### config.mk
export PLATFORM = sky130hd
export DESIGN_NAME = xmodem_crc_receiver_top
export DESIGN_NICKNAME = d
export VERILOG_FILES = /design/src/rtl/core/xcrc_pkg.sv /design/src/rtl/core/xcrc_cfg.sv /design/src/rtl/core/xcrc_proto.sv /design/src/rtl/core/xcrc_emit.sv /design/src/rtl/core/xmodem_crc_receiver_top.sv
export SDC_FILE = /design/constraint.sdc
export NUM_CORES = 1
export LEC_CHECK = 0
export BUFFER_PORTS_ARGS = -buffer_cell sky130_fd_sc_hd__buf_2
export CORE_MARGIN = 2
export CORE_UTILIZATION = 54
export CTS_CLUSTER_SIZE = 16
export DETAILED_ROUTE_END_ITERATION = 8
export HOLD_SLACK_MARGIN = 0.06
export PLACE_DENSITY = 0.8
export SYNTH_ARGS = -nofsm -noshare
export SYNTH_HDL_FRONTEND = slang
export SYNTH_SLANG_ARGS = --single-unit
### constraint.sdc
create_clock -name clk -period 13.3 [get_ports clk]
set_input_delay 1.33 -clock clk [delete_from_list [all_inputs] [get_ports clk]]
set_output_delay 1.33 -clock clk [all_outputs]
set_load 0.02 [all_outputs]
### src/rtl/core/xcrc_pkg.sv
// Package for the XMODEM-CRC receiver: beat types, control byte codes, phase codes
// and the CRC-16 byte update function. No dependencies.
`default_nettype none
package xcrc_pkg;

    localparam int unsigned MAX_IMAGE_BYTES = 1048576;
    localparam int unsigned LEN_W = 21;
    localparam int unsigned ADDR_W = 20;

    localparam logic [7:0] CH_SOH = 8'h01;
    localparam logic [7:0] CH_STX = 8'h02;
    localparam logic [7:0] CH_EOT = 8'h04;
    localparam logic [7:0] CH_ACK = 8'h06;
    localparam logic [7:0] CH_BS  = 8'h08;
    localparam logic [7:0] CH_NAK = 8'h15;
    localparam logic [7:0] CH_CAN = 8'h18;
    localparam logic [7:0] CH_C   = 8'h43;

    localparam logic [1:0] KIND_START = 2'd0;
    localparam logic [1:0] KIND_BYTE  = 2'd1;
    localparam logic [1:0] KIND_TICK  = 2'd2;

    localparam logic [2:0] ST_OK      = 3'd0;
    localparam logic [2:0] ST_TIMEOUT = 3'd1;
    localparam logic [2:0] ST_RETRY   = 3'd2;
    localparam logic [2:0] ST_SEQ     = 3'd3;
    localparam logic [2:0] ST_OVF     = 3'd4;
    localparam logic [2:0] ST_CANCEL  = 3'd5;

    localparam logic [2:0] CFG_MAX_LEN = 3'd0;
    localparam logic [2:0] CFG_BYTE_TO = 3'd1;
    localparam logic [2:0] CFG_PKT_TO  = 3'd2;
    localparam logic [2:0] CFG_FLUSH   = 3'd3;
    localparam logic [2:0] CFG_RETRIES = 3'd4;
    localparam logic [2:0] CFG_TRIES   = 3'd5;

    typedef enum logic [8:0] {
        PH_IDLE  = 9'b000000001,
        PH_INIT  = 9'b000000010,
        PH_NUM   = 9'b000000100,
        PH_NUMC  = 9'b000001000,
        PH_DATA  = 9'b000010000,
        PH_CRCH  = 9'b000100000,
        PH_CRCL  = 9'b001000000,
        PH_HDR   = 9'b010000000,
        PH_FLUSH = 9'b100000000
    } phase_t;

    typedef struct packed {
        logic [1:0] kind;
        logic [7:0] rx_byte;
    } in_beat_t;

    typedef struct packed {
        logic              tx_valid;
        logic [7:0]        tx_byte;
        logic              wr_valid;
        logic [ADDR_W-1:0] wr_addr;
        logic [7:0]        wr_data;
        logic              done_res;
        logic [2:0]        status;
        logic [LEN_W-1:0]  length;
        logic              last;
    } out_beat_t;

    typedef struct packed {
        logic [LEN_W-1:0] max_length;
        logic [15:0]      byte_timeout_ticks;
        logic [15:0]      packet_timeout_ticks;
        logic [15:0]      flush_quiet_ticks;
        logic [7:0]       max_retries;
        logic [7:0]       init_try_limit;
    } cfg_t;

    // Results of one item: a write, or up to six transmit bytes with an optional end.
    typedef struct packed {
        logic [2:0]        n_tx;
        logic [7:0]        tx0;
        logic              abort;
        logic              wr_valid;
        logic [ADDR_W-1:0] wr_addr;
        logic [7:0]        wr_data;
        logic              done;
        logic [2:0]        status;
        logic [LEN_W-1:0]  length;
    } plan_t;

    function automatic logic [15:0] crc_update(input logic [15:0] crc, input logic [7:0] b);
        logic [15:0] c;
        c = crc ^ {b, 8'h00};
        for (int i = 0; i < 8; i++) begin
            c = c[15] ? ((c << 1) ^ 16'h1021) : (c << 1);
        end
        return c;
    endfunction

endpackage
`default_nettype wire

### src/rtl/core/xcrc_cfg.sv
// Configuration register file of the XMODEM-CRC receiver.
// Depends on xcrc_pkg.
`default_nettype none
module xcrc_cfg (
    input  wire logic             clk,
    input  wire logic             rst_n,
    input  wire logic             cfg_we,
    input  wire logic [2:0]       cfg_index,
    input  wire logic [20:0]      cfg_data,
    output xcrc_pkg::cfg_t        cfg
);
    import xcrc_pkg::*;

    cfg_t cfg_reg;

    always_ff @(posedge clk or negedge rst_n)
    begin
        if (!rst_n)
        begin
            cfg_reg.max_length           <= LEN_W'(MAX_IMAGE_BYTES);
            cfg_reg.byte_timeout_ticks   <= 16'd1000;
            cfg_reg.packet_timeout_ticks <= 16'd3000;
            cfg_reg.flush_quiet_ticks    <= 16'd50;
            cfg_reg.max_retries          <= 8'd10;
            cfg_reg.init_try_limit       <= 8'd26;
        end
        else if (cfg_we)
        begin
            unique case (cfg_index)
                CFG_MAX_LEN: cfg_reg.max_length <= cfg_data;
                CFG_BYTE_TO: cfg_reg.byte_timeout_ticks <= cfg_data[15:0];
                CFG_PKT_TO:  cfg_reg.packet_timeout_ticks <= cfg_data[15:0];
                CFG_FLUSH:   cfg_reg.flush_quiet_ticks <= cfg_data[15:0];
                CFG_RETRIES: cfg_reg.max_retries <= cfg_data[7:0];
                CFG_TRIES:   cfg_reg.init_try_limit <= cfg_data[7:0];
                default:     ;
            endcase
        end
    end

    assign cfg = cfg_reg;
endmodule
`default_nettype wire

### src/rtl/core/xcrc_proto.sv
// Protocol engine of the XMODEM-CRC receiver: phase, counters and CRC check.
// Processes one registered item per cycle and produces a result plan. Depends on xcrc_pkg.
`default_nettype none
module xcrc_proto (
    input  wire logic              clk,
    input  wire logic              rst_n,
    input  xcrc_pkg::cfg_t         cfg,
    input  wire logic              item_valid,
    input  xcrc_pkg::in_beat_t     item,
    output xcrc_pkg::plan_t        plan
);
    import xcrc_pkg::*;

    phase_t       phase_reg, phase_next;
    logic         first_reg, first_next;
    logic         large_reg, large_next;
    logic [7:0]   blk_reg, blk_next;
    logic [9:0]   idx_reg, idx_next;
    logic [15:0]  crc_reg, crc_next;
    logic [7:0]   crch_reg, crch_next;
    logic [15:0]  tick_reg, tick_next;
    logic [LEN_W-1:0] clen_reg, clen_next;
    logic [7:0]   expn_reg, expn_next;
    logic [7:0]   nak_reg, nak_next;
    logic [1:0]   can_reg, can_next;
    logic [7:0]   try_reg, try_next;
    logic         fct_reg, fct_next;

    logic [LEN_W-1:0] lim;
    logic [LEN_W-1:0] size;
    logic [LEN_W-1:0] addr;
    logic [LEN_W:0]   sum;
    logic [15:0]      tick_inc;
    logic [7:0]       b;
    logic [7:0]       try_inc;
    logic [7:0]       nak_inc;
    logic [1:0]       can_inc;

    assign lim = (cfg.max_length > LEN_W'(MAX_IMAGE_BYTES)) ? LEN_W'(MAX_IMAGE_BYTES)
                                                            : cfg.max_length;
    assign size = large_reg ? LEN_W'(1024) : LEN_W'(128);
    assign addr = clen_reg + LEN_W'(idx_reg);
    assign sum = {1'b0, clen_reg} + {1'b0, size};
    assign tick_inc = (tick_reg == 16'hFFFF) ? tick_reg : tick_reg + 16'd1;
    assign b = item.rx_byte;
    assign try_inc = (try_reg == 8'hFF) ? try_reg : try_reg + 8'd1;
    assign nak_inc = (nak_reg == 8'hFF) ? nak_reg : nak_reg + 8'd1;
    assign can_inc = (can_reg == 2'd3) ? can_reg : can_reg + 2'd1;

    always_comb
    begin
        phase_next = phase_reg; first_next = first_reg; large_next = large_reg;
        blk_next = blk_reg; idx_next = idx_reg; crc_next = crc_reg; crch_next = crch_reg;
        tick_next = tick_reg; clen_next = clen_reg; expn_next = expn_reg;
        nak_next = nak_reg; can_next = can_reg; try_next = try_reg; fct_next = fct_reg;
        plan = '0;
        if (item_valid)
        begin
            if (item.kind == KIND_START)
            begin
                first_next = 1'b1; large_next = 1'b0; blk_next = '0; idx_next = '0;
                crc_next = '0; crch_next = '0; clen_next = '0; expn_next = 8'd1;
                nak_next = '0; can_next = '0; try_next = '0; fct_next = 1'b0;
                tick_next = '0;
                if (cfg.init_try_limit == 8'd0)
                begin
                    phase_next = PH_IDLE; plan.done = 1'b1; plan.status = ST_TIMEOUT;
                end
                else
                begin
                    phase_next = PH_INIT; plan.n_tx = 3'd1; plan.tx0 = CH_C;
                end
            end
            else if (item.kind == KIND_BYTE)
            begin
                unique case (phase_reg)
                    PH_INIT:
                    begin
                        if (b == CH_SOH || b == CH_STX)
                        begin
                            large_next = (b == CH_STX); phase_next = PH_NUM; tick_next = '0;
                        end
                        else if (b == CH_CAN)
                        begin
                            can_next = can_inc;
                            if (can_inc >= 2'd2)
                            begin
                                phase_next = PH_IDLE; plan.done = 1'b1;
                                plan.status = ST_CANCEL;
                            end
                        end
                        else
                        begin
                            can_next = '0; try_next = try_inc;
                            if (try_inc >= cfg.init_try_limit)
                            begin
                                phase_next = PH_IDLE; plan.done = 1'b1;
                                plan.status = ST_TIMEOUT;
                            end
                            else
                            begin
                                plan.n_tx = 3'd1; plan.tx0 = CH_C; tick_next = '0;
                            end
                        end
                    end
                    PH_NUM:
                    begin
                        blk_next = b; phase_next = PH_NUMC; tick_next = '0;
                    end
                    PH_NUMC:
                    begin
                        tick_next = '0;
                        if ((blk_reg ^ b) != 8'hFF)
                        begin
                            fct_next = 1'b0; phase_next = PH_FLUSH;
                        end
                        else
                        begin
                            phase_next = PH_DATA; idx_next = '0; crc_next = '0;
                        end
                    end
                    PH_DATA:
                    begin
                        tick_next = '0;
                        if (addr < lim)
                        begin
                            plan.wr_valid = 1'b1; plan.wr_addr = addr[ADDR_W-1:0];
                            plan.wr_data = b;
                        end
                        crc_next = crc_update(crc_reg, b);
                        if (LEN_W'(idx_reg) + LEN_W'(1) >= size)
                        begin
                            idx_next = '0; phase_next = PH_CRCH;
                        end
                        else
                        begin
                            idx_next = idx_reg + 10'd1;
                        end
                    end
                    PH_CRCH:
                    begin
                        tick_next = '0; crch_next = b; phase_next = PH_CRCL;
                    end
                    PH_CRCL:
                    begin
                        tick_next = '0;
                        if ({crch_reg, b} != crc_reg)
                        begin
                            fct_next = 1'b0; phase_next = PH_FLUSH;
                        end
                        else if (first_reg)
                        begin
                            if (blk_reg != 8'd1)
                            begin
                                plan.abort = 1'b1; plan.done = 1'b1; plan.status = ST_SEQ;
                                phase_next = PH_IDLE;
                            end
                            else if (size > lim)
                            begin
                                plan.abort = 1'b1; plan.done = 1'b1; plan.status = ST_OVF;
                                phase_next = PH_IDLE;
                            end
                            else
                            begin
                                clen_next = size; expn_next = 8'd2; first_next = 1'b0;
                                nak_next = '0; plan.n_tx = 3'd1; plan.tx0 = CH_ACK;
                                phase_next = PH_HDR;
                            end
                        end
                        else if (blk_reg == expn_reg - 8'd1)
                        begin
                            plan.n_tx = 3'd1; plan.tx0 = CH_ACK; phase_next = PH_HDR;
                        end
                        else if (blk_reg != expn_reg)
                        begin
                            plan.abort = 1'b1; plan.done = 1'b1; plan.status = ST_SEQ;
                            phase_next = PH_IDLE;
                        end
                        else if (sum > {1'b0, lim})
                        begin
                            plan.abort = 1'b1; plan.done = 1'b1; plan.status = ST_OVF;
                            phase_next = PH_IDLE;
                        end
                        else
                        begin
                            clen_next = sum[LEN_W-1:0]; expn_next = expn_reg + 8'd1;
                            nak_next = '0; plan.n_tx = 3'd1; plan.tx0 = CH_ACK;
                            phase_next = PH_HDR;
                        end
                    end
                    PH_HDR:
                    begin
                        if (b == CH_EOT)
                        begin
                            plan.n_tx = 3'd1; plan.tx0 = CH_ACK; plan.done = 1'b1;
                            plan.status = ST_OK; plan.length = clen_reg;
                            phase_next = PH_IDLE;
                        end
                        else if (b == CH_CAN)
                        begin
                            can_next = can_inc;
                            if (can_inc >= 2'd2)
                            begin
                                phase_next = PH_IDLE; plan.done = 1'b1;
                                plan.status = ST_CANCEL;
                            end
                            else
                            begin
                                tick_next = '0;
                            end
                        end
                        else
                        begin
                            can_next = '0; tick_next = '0;
                            if (b == CH_SOH || b == CH_STX)
                            begin
                                large_next = (b == CH_STX); phase_next = PH_NUM;
                            end
                            else
                            begin
                                fct_next = 1'b0; phase_next = PH_FLUSH;
                            end
                        end
                    end
                    PH_FLUSH: tick_next = '0;
                    default: ;
                endcase
            end
            else if (item.kind == KIND_TICK && phase_reg != PH_IDLE)
            begin
                tick_next = tick_inc;
                unique case (phase_reg)
                    PH_INIT:
                    begin
                        if (tick_inc >= cfg.packet_timeout_ticks)
                        begin
                            can_next = '0; try_next = try_inc;
                            if (try_inc >= cfg.init_try_limit)
                            begin
                                phase_next = PH_IDLE; plan.done = 1'b1;
                                plan.status = ST_TIMEOUT;
                            end
                            else
                            begin
                                plan.n_tx = 3'd1; plan.tx0 = CH_C; tick_next = '0;
                            end
                        end
                    end
                    PH_HDR:
                    begin
                        if (tick_inc >= cfg.packet_timeout_ticks)
                        begin
                            can_next = '0; fct_next = 1'b1; phase_next = PH_FLUSH;
                            tick_next = '0;
                        end
                    end
                    PH_FLUSH:
                    begin
                        if (tick_inc >= cfg.flush_quiet_ticks)
                        begin
                            nak_next = nak_inc; plan.tx0 = CH_NAK; tick_next = '0;
                            if (nak_inc >= cfg.max_retries)
                            begin
                                plan.n_tx = 3'd1; plan.abort = 1'b1; plan.done = 1'b1;
                                plan.status = (!first_reg && fct_reg) ? ST_TIMEOUT : ST_RETRY;
                                phase_next = PH_IDLE;
                            end
                            else if (first_reg)
                            begin
                                try_next = try_inc;
                                if (try_inc >= cfg.init_try_limit)
                                begin
                                    plan.n_tx = 3'd1; plan.done = 1'b1;
                                    plan.status = ST_TIMEOUT; phase_next = PH_IDLE;
                                end
                                else
                                begin
                                    plan.n_tx = 3'd2; phase_next = PH_INIT;
                                end
                            end
                            else
                            begin
                                plan.n_tx = 3'd1; phase_next = PH_HDR;
                            end
                        end
                    end
                    default:
                    begin
                        if (tick_inc >= cfg.byte_timeout_ticks)
                        begin
                            fct_next = 1'b1; phase_next = PH_FLUSH; tick_next = '0;
                        end
                    end
                endcase
            end
        end
    end

    always_ff @(posedge clk or negedge rst_n)
    begin
        if (!rst_n)
        begin
            phase_reg <= PH_IDLE; first_reg <= 1'b1; large_reg <= 1'b0; blk_reg <= '0;
            idx_reg <= '0; crc_reg <= '0; crch_reg <= '0; tick_reg <= '0; clen_reg <= '0;
            expn_reg <= 8'd1; nak_reg <= '0; can_reg <= '0; try_reg <= '0; fct_reg <= 1'b0;
        end
        else
        begin
            phase_reg <= phase_next; first_reg <= first_next; large_reg <= large_next;
            blk_reg <= blk_next; idx_reg <= idx_next; crc_reg <= crc_next;
            crch_reg <= crch_next; tick_reg <= tick_next; clen_reg <= clen_next;
            expn_reg <= expn_next; nak_reg <= nak_next; can_reg <= can_next;
            try_reg <= try_next; fct_reg <= fct_next;
        end
    end
endmodule
`default_nettype wire

### src/rtl/core/xcrc_emit.sv
// Result sequencer of the XMODEM-CRC receiver: holds result plans in a small queue and
// sends their beats one at a time on the output channel. Depends on xcrc_pkg.
`default_nettype none
module xcrc_emit (
    input  wire logic            clk,
    input  wire logic            rst_n,
    input  wire logic            plan_valid,
    input  xcrc_pkg::plan_t      plan,
    output logic                 space_ok,
    output logic                 out_valid,
    input  wire logic            out_stall,
    output xcrc_pkg::out_beat_t  out_data
);
    import xcrc_pkg::*;

    localparam int unsigned DEPTH = 4;

    plan_t      q_mem [DEPTH];
    logic [1:0] wp_reg, rp_reg;
    logic [2:0] cnt_reg;
    logic [2:0] sub_reg;
    plan_t      head;
    logic [2:0] total;
    logic       is_last;
    logic       pop;
    logic       take;

    assign head = q_mem[rp_reg];
    assign total = head.abort ? 3'd6
                 : ((head.n_tx == 3'd0) ? 3'd1 : head.n_tx);
    assign is_last = (sub_reg == total - 3'd1);
    assign out_valid = (cnt_reg != 3'd0);
    assign take = out_valid && !out_stall;
    assign pop = take && is_last;
    assign space_ok = (cnt_reg < 3'd3) || (cnt_reg == 3'd3 && pop);

    always_comb
    begin
        out_data = '0;
        out_data.last = is_last;
        if (head.abort)
        begin
            out_data.tx_valid = 1'b1;
            if (head.n_tx == 3'd1)
            begin
                // A retry abort sends its NAK ahead of the cancel sequence.
                out_data.tx_byte = (sub_reg == 3'd0) ? CH_NAK
                                 : ((sub_reg < 3'd4) ? CH_CAN : CH_BS);
            end
            else
            begin
                out_data.tx_byte = (sub_reg < 3'd3) ? CH_CAN : CH_BS;
            end
        end
        else if (head.n_tx == 3'd2)
        begin
            out_data.tx_valid = 1'b1;
            out_data.tx_byte = (sub_reg == 3'd0) ? CH_NAK : CH_C;
        end
        else if (head.n_tx == 3'd1)
        begin
            out_data.tx_valid = 1'b1; out_data.tx_byte = head.tx0;
        end
        else if (head.wr_valid)
        begin
            out_data.wr_valid = 1'b1; out_data.wr_addr = head.wr_addr;
            out_data.wr_data = head.wr_data;
        end
        if (is_last && head.done)
        begin
            out_data.done_res = 1'b1; out_data.status = head.status;
            out_data.length = head.length;
        end
    end

    always_ff @(posedge clk)
    begin
        if (plan_valid)
        begin
            q_mem[wp_reg] <= plan;
        end
    end

    always_ff @(posedge clk or negedge rst_n)
    begin
        if (!rst_n)
        begin
            wp_reg <= '0; rp_reg <= '0; cnt_reg <= '0; sub_reg <= '0;
        end
        else
        begin
            if (plan_valid)
            begin
                wp_reg <= wp_reg + 2'd1;
            end
            if (pop)
            begin
                rp_reg <= rp_reg + 2'd1; sub_reg <= '0;
            end
            else if (take)
            begin
                sub_reg <= sub_reg + 3'd1;
            end
            cnt_reg <= cnt_reg + 3'(plan_valid) - 3'(pop);
        end
    end
endmodule
`default_nettype wire

### src/rtl/core/xmodem_crc_receiver_top.sv
// Top level of the XMODEM-CRC/1K receiver: configuration registers, protocol engine
// and result sequencer. Depends on xcrc_pkg, xcrc_cfg, xcrc_proto and xcrc_emit.
// An item is taken into an input register and processed in the next cycle, so one item
// can be accepted every cycle while in_stall is low. Each item yields zero to six result
// beats; the output sequencer sends one beat a cycle, while out_stall is low, from a
// four-entry plan queue, so the sustained rate is set by the output port.
`default_nettype none
module xmodem_crc_receiver_top (
    input  wire logic                clk,
    input  wire logic                rst_n,
    input  wire logic                in_valid,
    output logic                     in_stall,
    input  xcrc_pkg::in_beat_t       in_data,
    output logic                     out_valid,
    input  wire logic                out_stall,
    output xcrc_pkg::out_beat_t      out_data,
    input  wire logic                cfg_we,
    input  wire logic [2:0]          cfg_index,
    input  wire logic [20:0]         cfg_data
);
    import xcrc_pkg::*;

    cfg_t     cfg;
    in_beat_t item_reg;
    logic     item_valid_reg;
    plan_t    plan;
    logic     space_ok;
    logic     plan_valid;

    xcrc_cfg u_cfg (
        .clk(clk), .rst_n(rst_n), .cfg_we(cfg_we), .cfg_index(cfg_index),
        .cfg_data(cfg_data), .cfg(cfg)
    );

    xcrc_proto u_proto (
        .clk(clk), .rst_n(rst_n), .cfg(cfg), .item_valid(item_valid_reg),
        .item(item_reg), .plan(plan)
    );

    assign plan_valid = item_valid_reg && (plan.n_tx != 3'd0 || plan.abort
                        || plan.wr_valid || plan.done);

    xcrc_emit u_emit (
        .clk(clk), .rst_n(rst_n), .plan_valid(plan_valid), .plan(plan),
        .space_ok(space_ok), .out_valid(out_valid), .out_stall(out_stall),
        .out_data(out_data)
    );

    // The queue must hold the item in flight as well as the new one.
    assign in_stall = !space_ok || (item_valid_reg && !space_ok);

    always_ff @(posedge clk)
    begin
        if (in_valid && !in_stall)
        begin
            item_reg <= in_data;
        end
    end

    always_ff @(posedge clk or negedge rst_n)
    begin
        if (!rst_n)
        begin
            item_valid_reg <= 1'b0;
        end
        else
        begin
            item_valid_reg <= in_valid && !in_stall;
        end
    end
endmodule
`default_nettype wire
; ---- Word level (Yosys, flattened, before mapping)
; Memories as Yosys holds them, arrays and structs flattened.
; Index checks and enable logic that the tools add are counted.
[op_classes]
n_shift = 0
n_reduce_logical = 61
muxes = 232
div = 0
add_sub_neg = 16
n_eq_ne = 73
bitwise = 10
magnitude_cmp = 14
mul = 0
[ops]
columns = cell, n
row1 = 8-bit 2-to-1 mux, 47
row2 = 21-bit 2-to-1 mux, 15
row3 = 16-bit 2-to-1 mux, 18
row4 = 9-bit 2-to-1 mux, 31
row5 = 29-bit 2-to-1 mux, 7
row6 = 13-bit 2-to-1 mux, 8
row7 = 16-bit case mux with 3 select lines, 2
row8 = 4-bit 2-to-1 mux, 21
row9 = 11-bit 2-to-1 mux, 6
row10 = 66-bit 2-to-1 mux, 1
row11 = 9-bit case mux with 7 select lines, 1
row12 = 12-bit 2-to-1 mux, 5
row13 = 16-bit greater-or-equal comparator, 3
row14 = 10-bit 2-to-1 mux, 4
row15 = "4-bit by 3-bit inequality test with 1-bit output, second input constant", 9
row16 = 11-bit case mux with 3 select lines, 1
row17 = 16-bit case mux with 2 select lines, 1
row18 = 1-bit 2-to-1 mux, 30
row19 = 30-bit 2-to-1 mux, 1
row20 = 2-bit 2-to-1 mux, 14
row21 = 9-bit case mux with 3 select lines, 1
row22 = 3-bit nonzero test, 9
row23 = 25-bit 2-to-1 mux, 1
row24 = "5-bit by 4-bit inequality test with 1-bit output, second input constant", 5
row25 = other kinds (89), 165
[totals]
ramBits = 264
mem_bits_ro = 0
output_inout_bits = 66
inputBits = 39
reg_bits = 223
wordCells = 434
latch_bits = 0
n_memories = 1
[mem_list]
columns = memory, words, width, rd, rd_clocked_by_memory_dff, write_ports, line
row1 = u_emit.q_mem, 4, 66, 1, 0, 1, xcrc_emit.sv:18  ; plan_t q_mem [DEPTH];

; ---- Depth between registers and ports, before layout
[logic_depth]
word_depth = 20
mapped_depth = 23
mapped_depth_nobuf = 23

; ---- Cells and area by module
; A second synthesis with hierarchy kept.
[hier_totals]
hier_cells = 2092
hier_area_um2 = 25172.9
[by_module_without_submodules]
columns = module, cells_each, seq_area_each_um2, instances, area_per_inst_um2
row1 = xcrc_emit, 512, 8177.8, 1, 10864.2
row2 = xcrc_proto, 1381, 2756.4, 1, 10716.5
row3 = xcrc_cfg, 184, 2154.6, 1, 3240.6
row4 = xmodem_crc_receiver_top, 15, 325.3, 1, 351.6

; ---- Worst setup path before layout
; No wires, ideal clock.
[synth_path]
path_type = reg-to-reg
startpoint = reg u_proto.tick_reg[3]
endpoint = mem u_emit.q_mem[0][10] (netlist name), enable pin
synth_period_minus_slack_ps = 5687
path_buffers = 1
t_arrival_ps = 5267
setup_time_ps = 420
path_slack_ps = 7613
path_stages_with_launch = 20
required_ps = 12880
path_cell_list = dfrtp_1 clkbuf_1 nand4_1 nor2_1 and3_1 nand4_1 nand2b_1 nor2_1 and3_1 xor2_1 ha_1 and4_1 and2_1 a221o_1 a41oi_1 or3_1 a31o_2 o21bai_1 o211ai_2 and2_1
[synth_via]
elab_chain_len = 16
word_cells_on_any_way = 27
classes_between = add/sub: 1 / order compare: 2 / eq/ne: 1 / mux: 18 / reduce/logical: 5
[synth_lines]
columns = item, line
row1 = start: declaration, xcrc_proto.sv:21  ; logic [15:0] tick_reg, tick_next;
row2 = start signal: assignment, xcrc_proto.sv:311  ; crch_reg <= crch_next; tick_reg <= tick_next; clen_reg <= clen_next;
row3 = 16-bit by 1-bit adder with 16-bit output or 16-bit == test (tied branches), xcrc_proto.sv:44  ; assign tick_inc = (tick_reg == 16'hFFFF) ? tick_reg : tick_reg + 16'd1;
row4 = 16-bit 2-to-1 mux *, xcrc_proto.sv:44
row5 = 16-bit greater-or-equal comparator (on tied branches), "xcrc_proto.sv:259, xcrc_proto.sv:235"
row6 = 12-bit 2-to-1 mux or 9-bit 2-to-1 mux (tied branches), "xcrc_proto.sv:259, xcrc_proto.sv:235"
row7 = 11-bit case mux with 2 select lines, xcrc_proto.sv:232  ; unique case (phase_reg)
row8 = 12-bit 2-to-1 mux, xcrc_proto.sv:229  ; else if (item.kind == KIND_TICK && phase_reg != PH_IDLE)
row9 = 12-bit 2-to-1 mux, xcrc_proto.sv:74  ; else if (item.kind == KIND_BYTE)
row10 = 11-bit 2-to-1 mux, xcrc_proto.sv:59  ; if (item.kind == KIND_START)
row11 = 66-bit 2-to-1 mux *, xcrc_proto.sv:57  ; if (item_valid)
row12 = 3-bit nonzero test, xmodem_crc_receiver_top.sv:40  ; assign plan_valid = item_valid_reg && (plan.n_tx != 3'd0 || plan.abort
row13 = 1-bit logical OR, xmodem_crc_receiver_top.sv:40
row14 = 1-bit logical OR, xmodem_crc_receiver_top.sv:41  ; || plan.wr_valid || plan.done);
row15 = 1-bit logical OR *, xmodem_crc_receiver_top.sv:41
row16 = 1-bit logical AND *, xmodem_crc_receiver_top.sv:40
row17 = named net plan_valid, xmodem_crc_receiver_top.sv:28  ; logic plan_valid;
row18 = 1-bit 2-to-1 mux *, xcrc_emit.sv:78  ; if (plan_valid)
row19 = 1-bit 2-to-1 mux (implied by the code) *, xcrc_emit.sv:80  ; q_mem[wp_reg] <= plan;
row20 = end: declaration, xcrc_emit.sv:18
; The timed path passes the listed nets; every way through them passes the cells marked *.

; ---- Worst setup path after layout
[layout_path]
startpoint = reg u_emit.rp_reg[0]
endpoint = out in_stall
[layout_via]
elab_chain_len = 12
[layout_lines]
columns = item, line
row1 = start: declaration, xcrc_emit.sv:19  ; logic [1:0] wp_reg, rp_reg;
row2 = start signal: assignment, xcrc_emit.sv:88  ; wp_reg <= '0; rp_reg <= '0; cnt_reg <= '0; sub_reg <= '0;
row3 = start signal: assignment, xcrc_emit.sv:98  ; rp_reg <= rp_reg + 2'd1; sub_reg <= '0;
row4 = memory read 4 x 66 bit *, --
row5 = 3-bit zero test, xcrc_emit.sv:30  ; : ((head.n_tx == 3'd0) ? 3'd1 : head.n_tx);
row6 = 3-bit 2-to-1 mux, xcrc_emit.sv:30
row7 = 3-bit 2-to-1 mux *, xcrc_emit.sv:29  ; assign total = head.abort ? 3'd6
row8 = 3-bit by 1-bit subtractor with 3-bit output *, xcrc_emit.sv:31  ; assign is_last = (sub_reg == total - 3'd1);
row9 = 3-bit == test *, xcrc_emit.sv:31
row10 = 1-bit logical AND *, xcrc_emit.sv:34  ; assign pop = take && is_last;
row11 = named net u_emit.pop, xcrc_emit.sv:25  ; logic pop;
row12 = 1-bit logical AND *, xcrc_emit.sv:35  ; assign space_ok = (cnt_reg < 3'd3) || (cnt_reg == 3'd3 && pop);
row13 = 1-bit logical OR *, xcrc_emit.sv:35
row14 = 1-bit zero test *, xmodem_crc_receiver_top.sv:50  ; assign in_stall = !space_ok || (item_valid_reg && !space_ok);
row15 = 1-bit logical AND, xmodem_crc_receiver_top.sv:50
row16 = 1-bit logical OR *, xmodem_crc_receiver_top.sv:50
row17 = end: declaration, xmodem_crc_receiver_top.sv:12  ; output logic in_stall,
; Marked as above.

==> run_results.csv <==
group,metric,value,unit
clock_network,cts_buffers,45,
synth,synth_warnings,0,
critical_path,slowest_stage,"nor4_1",
critical_path,slowest_delay,0.77,ns
placement,port_buffers,102,
final_layout,largest_register_ffs,224,
final_layout,area.sequential,0.01222,mm²
power_and_ir_drop,swShare,0.3444,
global_route,grt_pass1_vias,16110,
die,die_x,211.6,µm
final_layout,antenna_cells,0,
global_route,antenna_found_initial,0,
sta,worst_pin_slew,1.324,ns
sta,timing.hold.ws,0.5049,ns
global_route,use_met3,0.03857,
final_layout,drive_above_1_share,0.1762,
sta,setup_viol,0,
sta,hold_violations,0,
clock_network,postCtsSetupRepairBufs,0,
global_route,grt-ovfl-total,0,
global_route,grt_max_degree,83,
global_route,grt.total_usage,0.2499,
die,coreArea,0.04279,mm²
critical_path,startpoint,"u_emit.rp_reg[0]",
route,drt_wl_total,55040,µm
route,vias,16230,
sta,slew_headroom,0.1115,
synth,yosysTopAreaCellShare,0.3020,
critical_path,start_kind,"flip-flop",
clock_network,ctsRootBufferMaster,"clkbuf_16",
synth,synth_largest_area_cell,"edfxtp_1",
final_layout,fin_nets,2241,
critical_path,cpLargestDelayFamily,"simple AND/OR/NAND/NOR gates",
die,pin_count,105,
power_and_ir_drop,p_int,2965,µW
synth,ys_types,91,
power_and_ir_drop,p_per_area,175.7,mW/mm²
clock_network,path_clk_slew,0.06,ns
final_layout,final_core_util,0.6016,
sta,max_freq,0.1507,GHz
min_path,worstHoldPathType,"reg -> reg",
synth,synth_area,0.02327,mm²
sta,drv_slew,0,
critical_path,r2r_setup_slack,7.06,ns
final_layout,syn2layout_area_growth,10.64,%
die,die_area,0.04476,mm²
placement,hpwl,37430,µm
global_route,grt_pass1_wl,87710,µm
clock_network,post_cts_resized,0,
run_status,status,"finished, final reports clean",
global_route,globalRoute.busiestLayer,"met2",
power_and_ir_drop,max-vdd-ir-drop,0.1290,mV
power_and_ir_drop,leakagePower,0.01069,µW
route,ant_nets,0,
die,initial_utilization,0.5437,
critical_path,cp-endpoint,"in_stall",
route,wire_per_inst,20.71,µm
synth,seq_area_frac_synth,0.5249,
clock_network,hold_buffers,0,
synth,synth_edf_count,234,
power_and_ir_drop,p_sw,1558,µW
sta,period_share,0.4989,
critical_path,cp_data_arrival_time,5.31,ns
route,viasPerCell,6.108,
clock_network,numClockSinks,440,
critical_path,reg2reg_depth,20,
sta,skew,0.01970,ns
synth,ys_async_sr_fraction,0.4682,
placement,gp_congestion,0.9188,
critical_path,r2r_start,"u_proto.tick_reg[7]",
min_path,hold_start,"u_cfg.cfg[30]",
critical_path,timing.rr.end,"u_emit.q_mem[3][49]",
power_and_ir_drop,power_frac_comb,0.316,
route,drc,0,
power_and_ir_drop,pwr-share-clk,0.285,
synth,synth_area_per_cell,11.61,µm²
flow_run,cap_violations,0,
sta,rsz0062_at_grt,"false",
route,first_pass_iters,7,
critical_path,crit_chain,"buf_4 -> mux4_2 -> ha_1 -> or2_2 -> ha_1 -> xor2_1 -> mux2_2 -> a21oi_1 -> nor4_1 -> nand2_1 -> nand3_1 -> nand2_1 -> buf_2",
global_route,use_met1,0.3389,
clock_network,h-tree-depth,2,
critical_path,worstSetupPathType,"reg -> out",
die,die_h,211.6,µm
critical_path,worstPathRequired,11.97,ns
route,first_iter_violations,1258,
clock_network,clockBufferDepth,3,
power_and_ir_drop,p_seq_frac,0.399,
synth,ys_top_cells_by_area,"edfxtp_1 30%, dfrtp_1 19%, ha_1 6.8%",
critical_path,cp_num_buf_inv,2,
clock_network,worstSkewPairLatency,0.60,ns
synth,synthFlopType,"edfxtp_1",
final_layout,fillers,3297,
global_route,grtUsageMet2,0.4094,
critical_path,endpoint_kind,"primary output",
sta,final.min_clock_period,6.636,ns
die,num_rows,76,
sta,fin_tns_setup,0,ns
clock_network,cts_tree,"built",
synth,netlist_instances,2004,
critical_path,worst-path-stages,13,
final_layout,multiInputGateArea,0.01022,mm²
synth,ys_ff_latch,440,
critical_path,path_max_fanout,38,
## cells by family (layout without fill, tap and decap cells)
group	after synthesis	count (layout)	share of synthesized area
and+or+nand+nor	619	619	0.1381
DFF	440	440	0.5249
AOI/OAI and AO/OA	362	362	0.1025
buffers and inverters	221	323	0.03818
adders and majority gates	128	128	0.06915
xor gates and xnor gates	120	120	0.04517
muxes	113	113	0.08185
other	1	6	0.0001612
## worst min-delay path by stage
stage                     cells after the start             endpoint  slack (ns)
final                                         1        u_cfg.cfg[30]        0.50
after global routing                          1        u_cfg.cfg[22]        0.51
after CTS                                     1        u_cfg.cfg[22]        0.51
after detailed placement                      1        u_cfg.cfg[30]        0.50
after global placement                        1        u_cfg.cfg[26]        0.49
after floorplan                               2  u_proto.crch_reg[0]        0.47
## cells in the mapped netlist (7+ instances only)
cell type and n:
edfxtp_1 234, nand2_1 207, dfrtp_1 181, o21ai_0 131, ha_1 127, inv_1 113, nor2_1 83, clkbuf_1 74
xnor2_1 71, mux4_2 56, nand3_1 55, mux2_2 54, a21oi_1 52, and2_1 51, xor2_1 49, nor2b_1 41
and3_1 37, nor3_1 26, dfstp_2 25, nand2b_1 23, a22o_1 22, o31ai_1 21, nor4_1 19, a21o_1 18
nand4_1 16, buf_2 14, a211oi_1 11, a31oi_1 11, o21a_1 10, buf_4 9, o22ai_1 9, buf_1 7
o211ai_1 7, or2_2 7, or3_1 7
## metal layers
layer | vias to the layer above | share of wire
met5 | - | 0
met4 | 0 | 0.031
met3 | 127 | 0.063
met2 | 632 | 0.48
met1 | 8053 | 0.43
li1 | 7416 | -
## metrics by stage
stage	cell area (µm²)	instances	worst slack [ns]	power [µW]
6_report	25740	2657	6.664	4523
5_1_grt	25740	2657	6.248	4763
4_1_cts	25740	2657	6.607	4545
3_5_place_dp	24230	2573	7.161	3240
3_3_place_gp	24230	2573	7.293	3184
2_1_floorplan	23290	2009	7.613	2836
## cell type report
| class | instances | area share |
|---|---|---|
| inverter | 116 | 0.01691 |
| multi-input combinational | 1348 | 0.3968 |
| timing repair buffer | 123 | 0.02629 |
| clock inverter | 23 | 0.01074 |
| tap | 546 | 0.02654 |
| sequential | 440 | 0.4746 |
| clock buffer | 61 | 0.04807 |
## layout by cell type, fill, tap and decap left out, types with 9 or more instances in the layout
cell type  synthesis  layout
ha_1             127     127
a21o_1            18      18
dfrtp_1          181     179
and3_1            37      37
a31oi_1           11      11
nor2_1            83      83
inv_1            113     113
edfxtp_1         234     234
mux2_2            54      54
xor2_1            49      49
o21a_1            10      10
a211oi_1          11      10
nand3_1           55      55
nand2b_1          23      23
clkbuf_16          0      46
mux4_2            56      56
dfstp_2           25      25
o22ai_1            9       9
o31ai_1           21      21
clkbuf_1          74      12
nand4_1           16      16
xnor2_1           71      71
a22o_1            22      22
buf_2             14     101
a21oi_1           52      52
nor3_1            26      24
buf_4              9      21
nor2b_1           41      41
nor4_1            19      19
o21ai_0          131     131
and2_1            51      47
nand2_1          207     207
## power by group through the flow
| stage | combinational [µW] | sequential [µW] | clock [µW] |
|---|---|---|---|
| 3_3_place_gp | 1370 | 1810 | 0 |
| 4_1_cts | 1430 | 1800 | 1310 |
| 6_report | 1430 | 1810 | 1290 |
| 3_5_place_dp | 1410 | 1830 | 0 |
| 5_1_grt | 1570 | 1830 | 1360 |
| 2_1_floorplan | 1100 | 1740 | 0 |
Note: power is estimated with default switching activity, not from simulation.
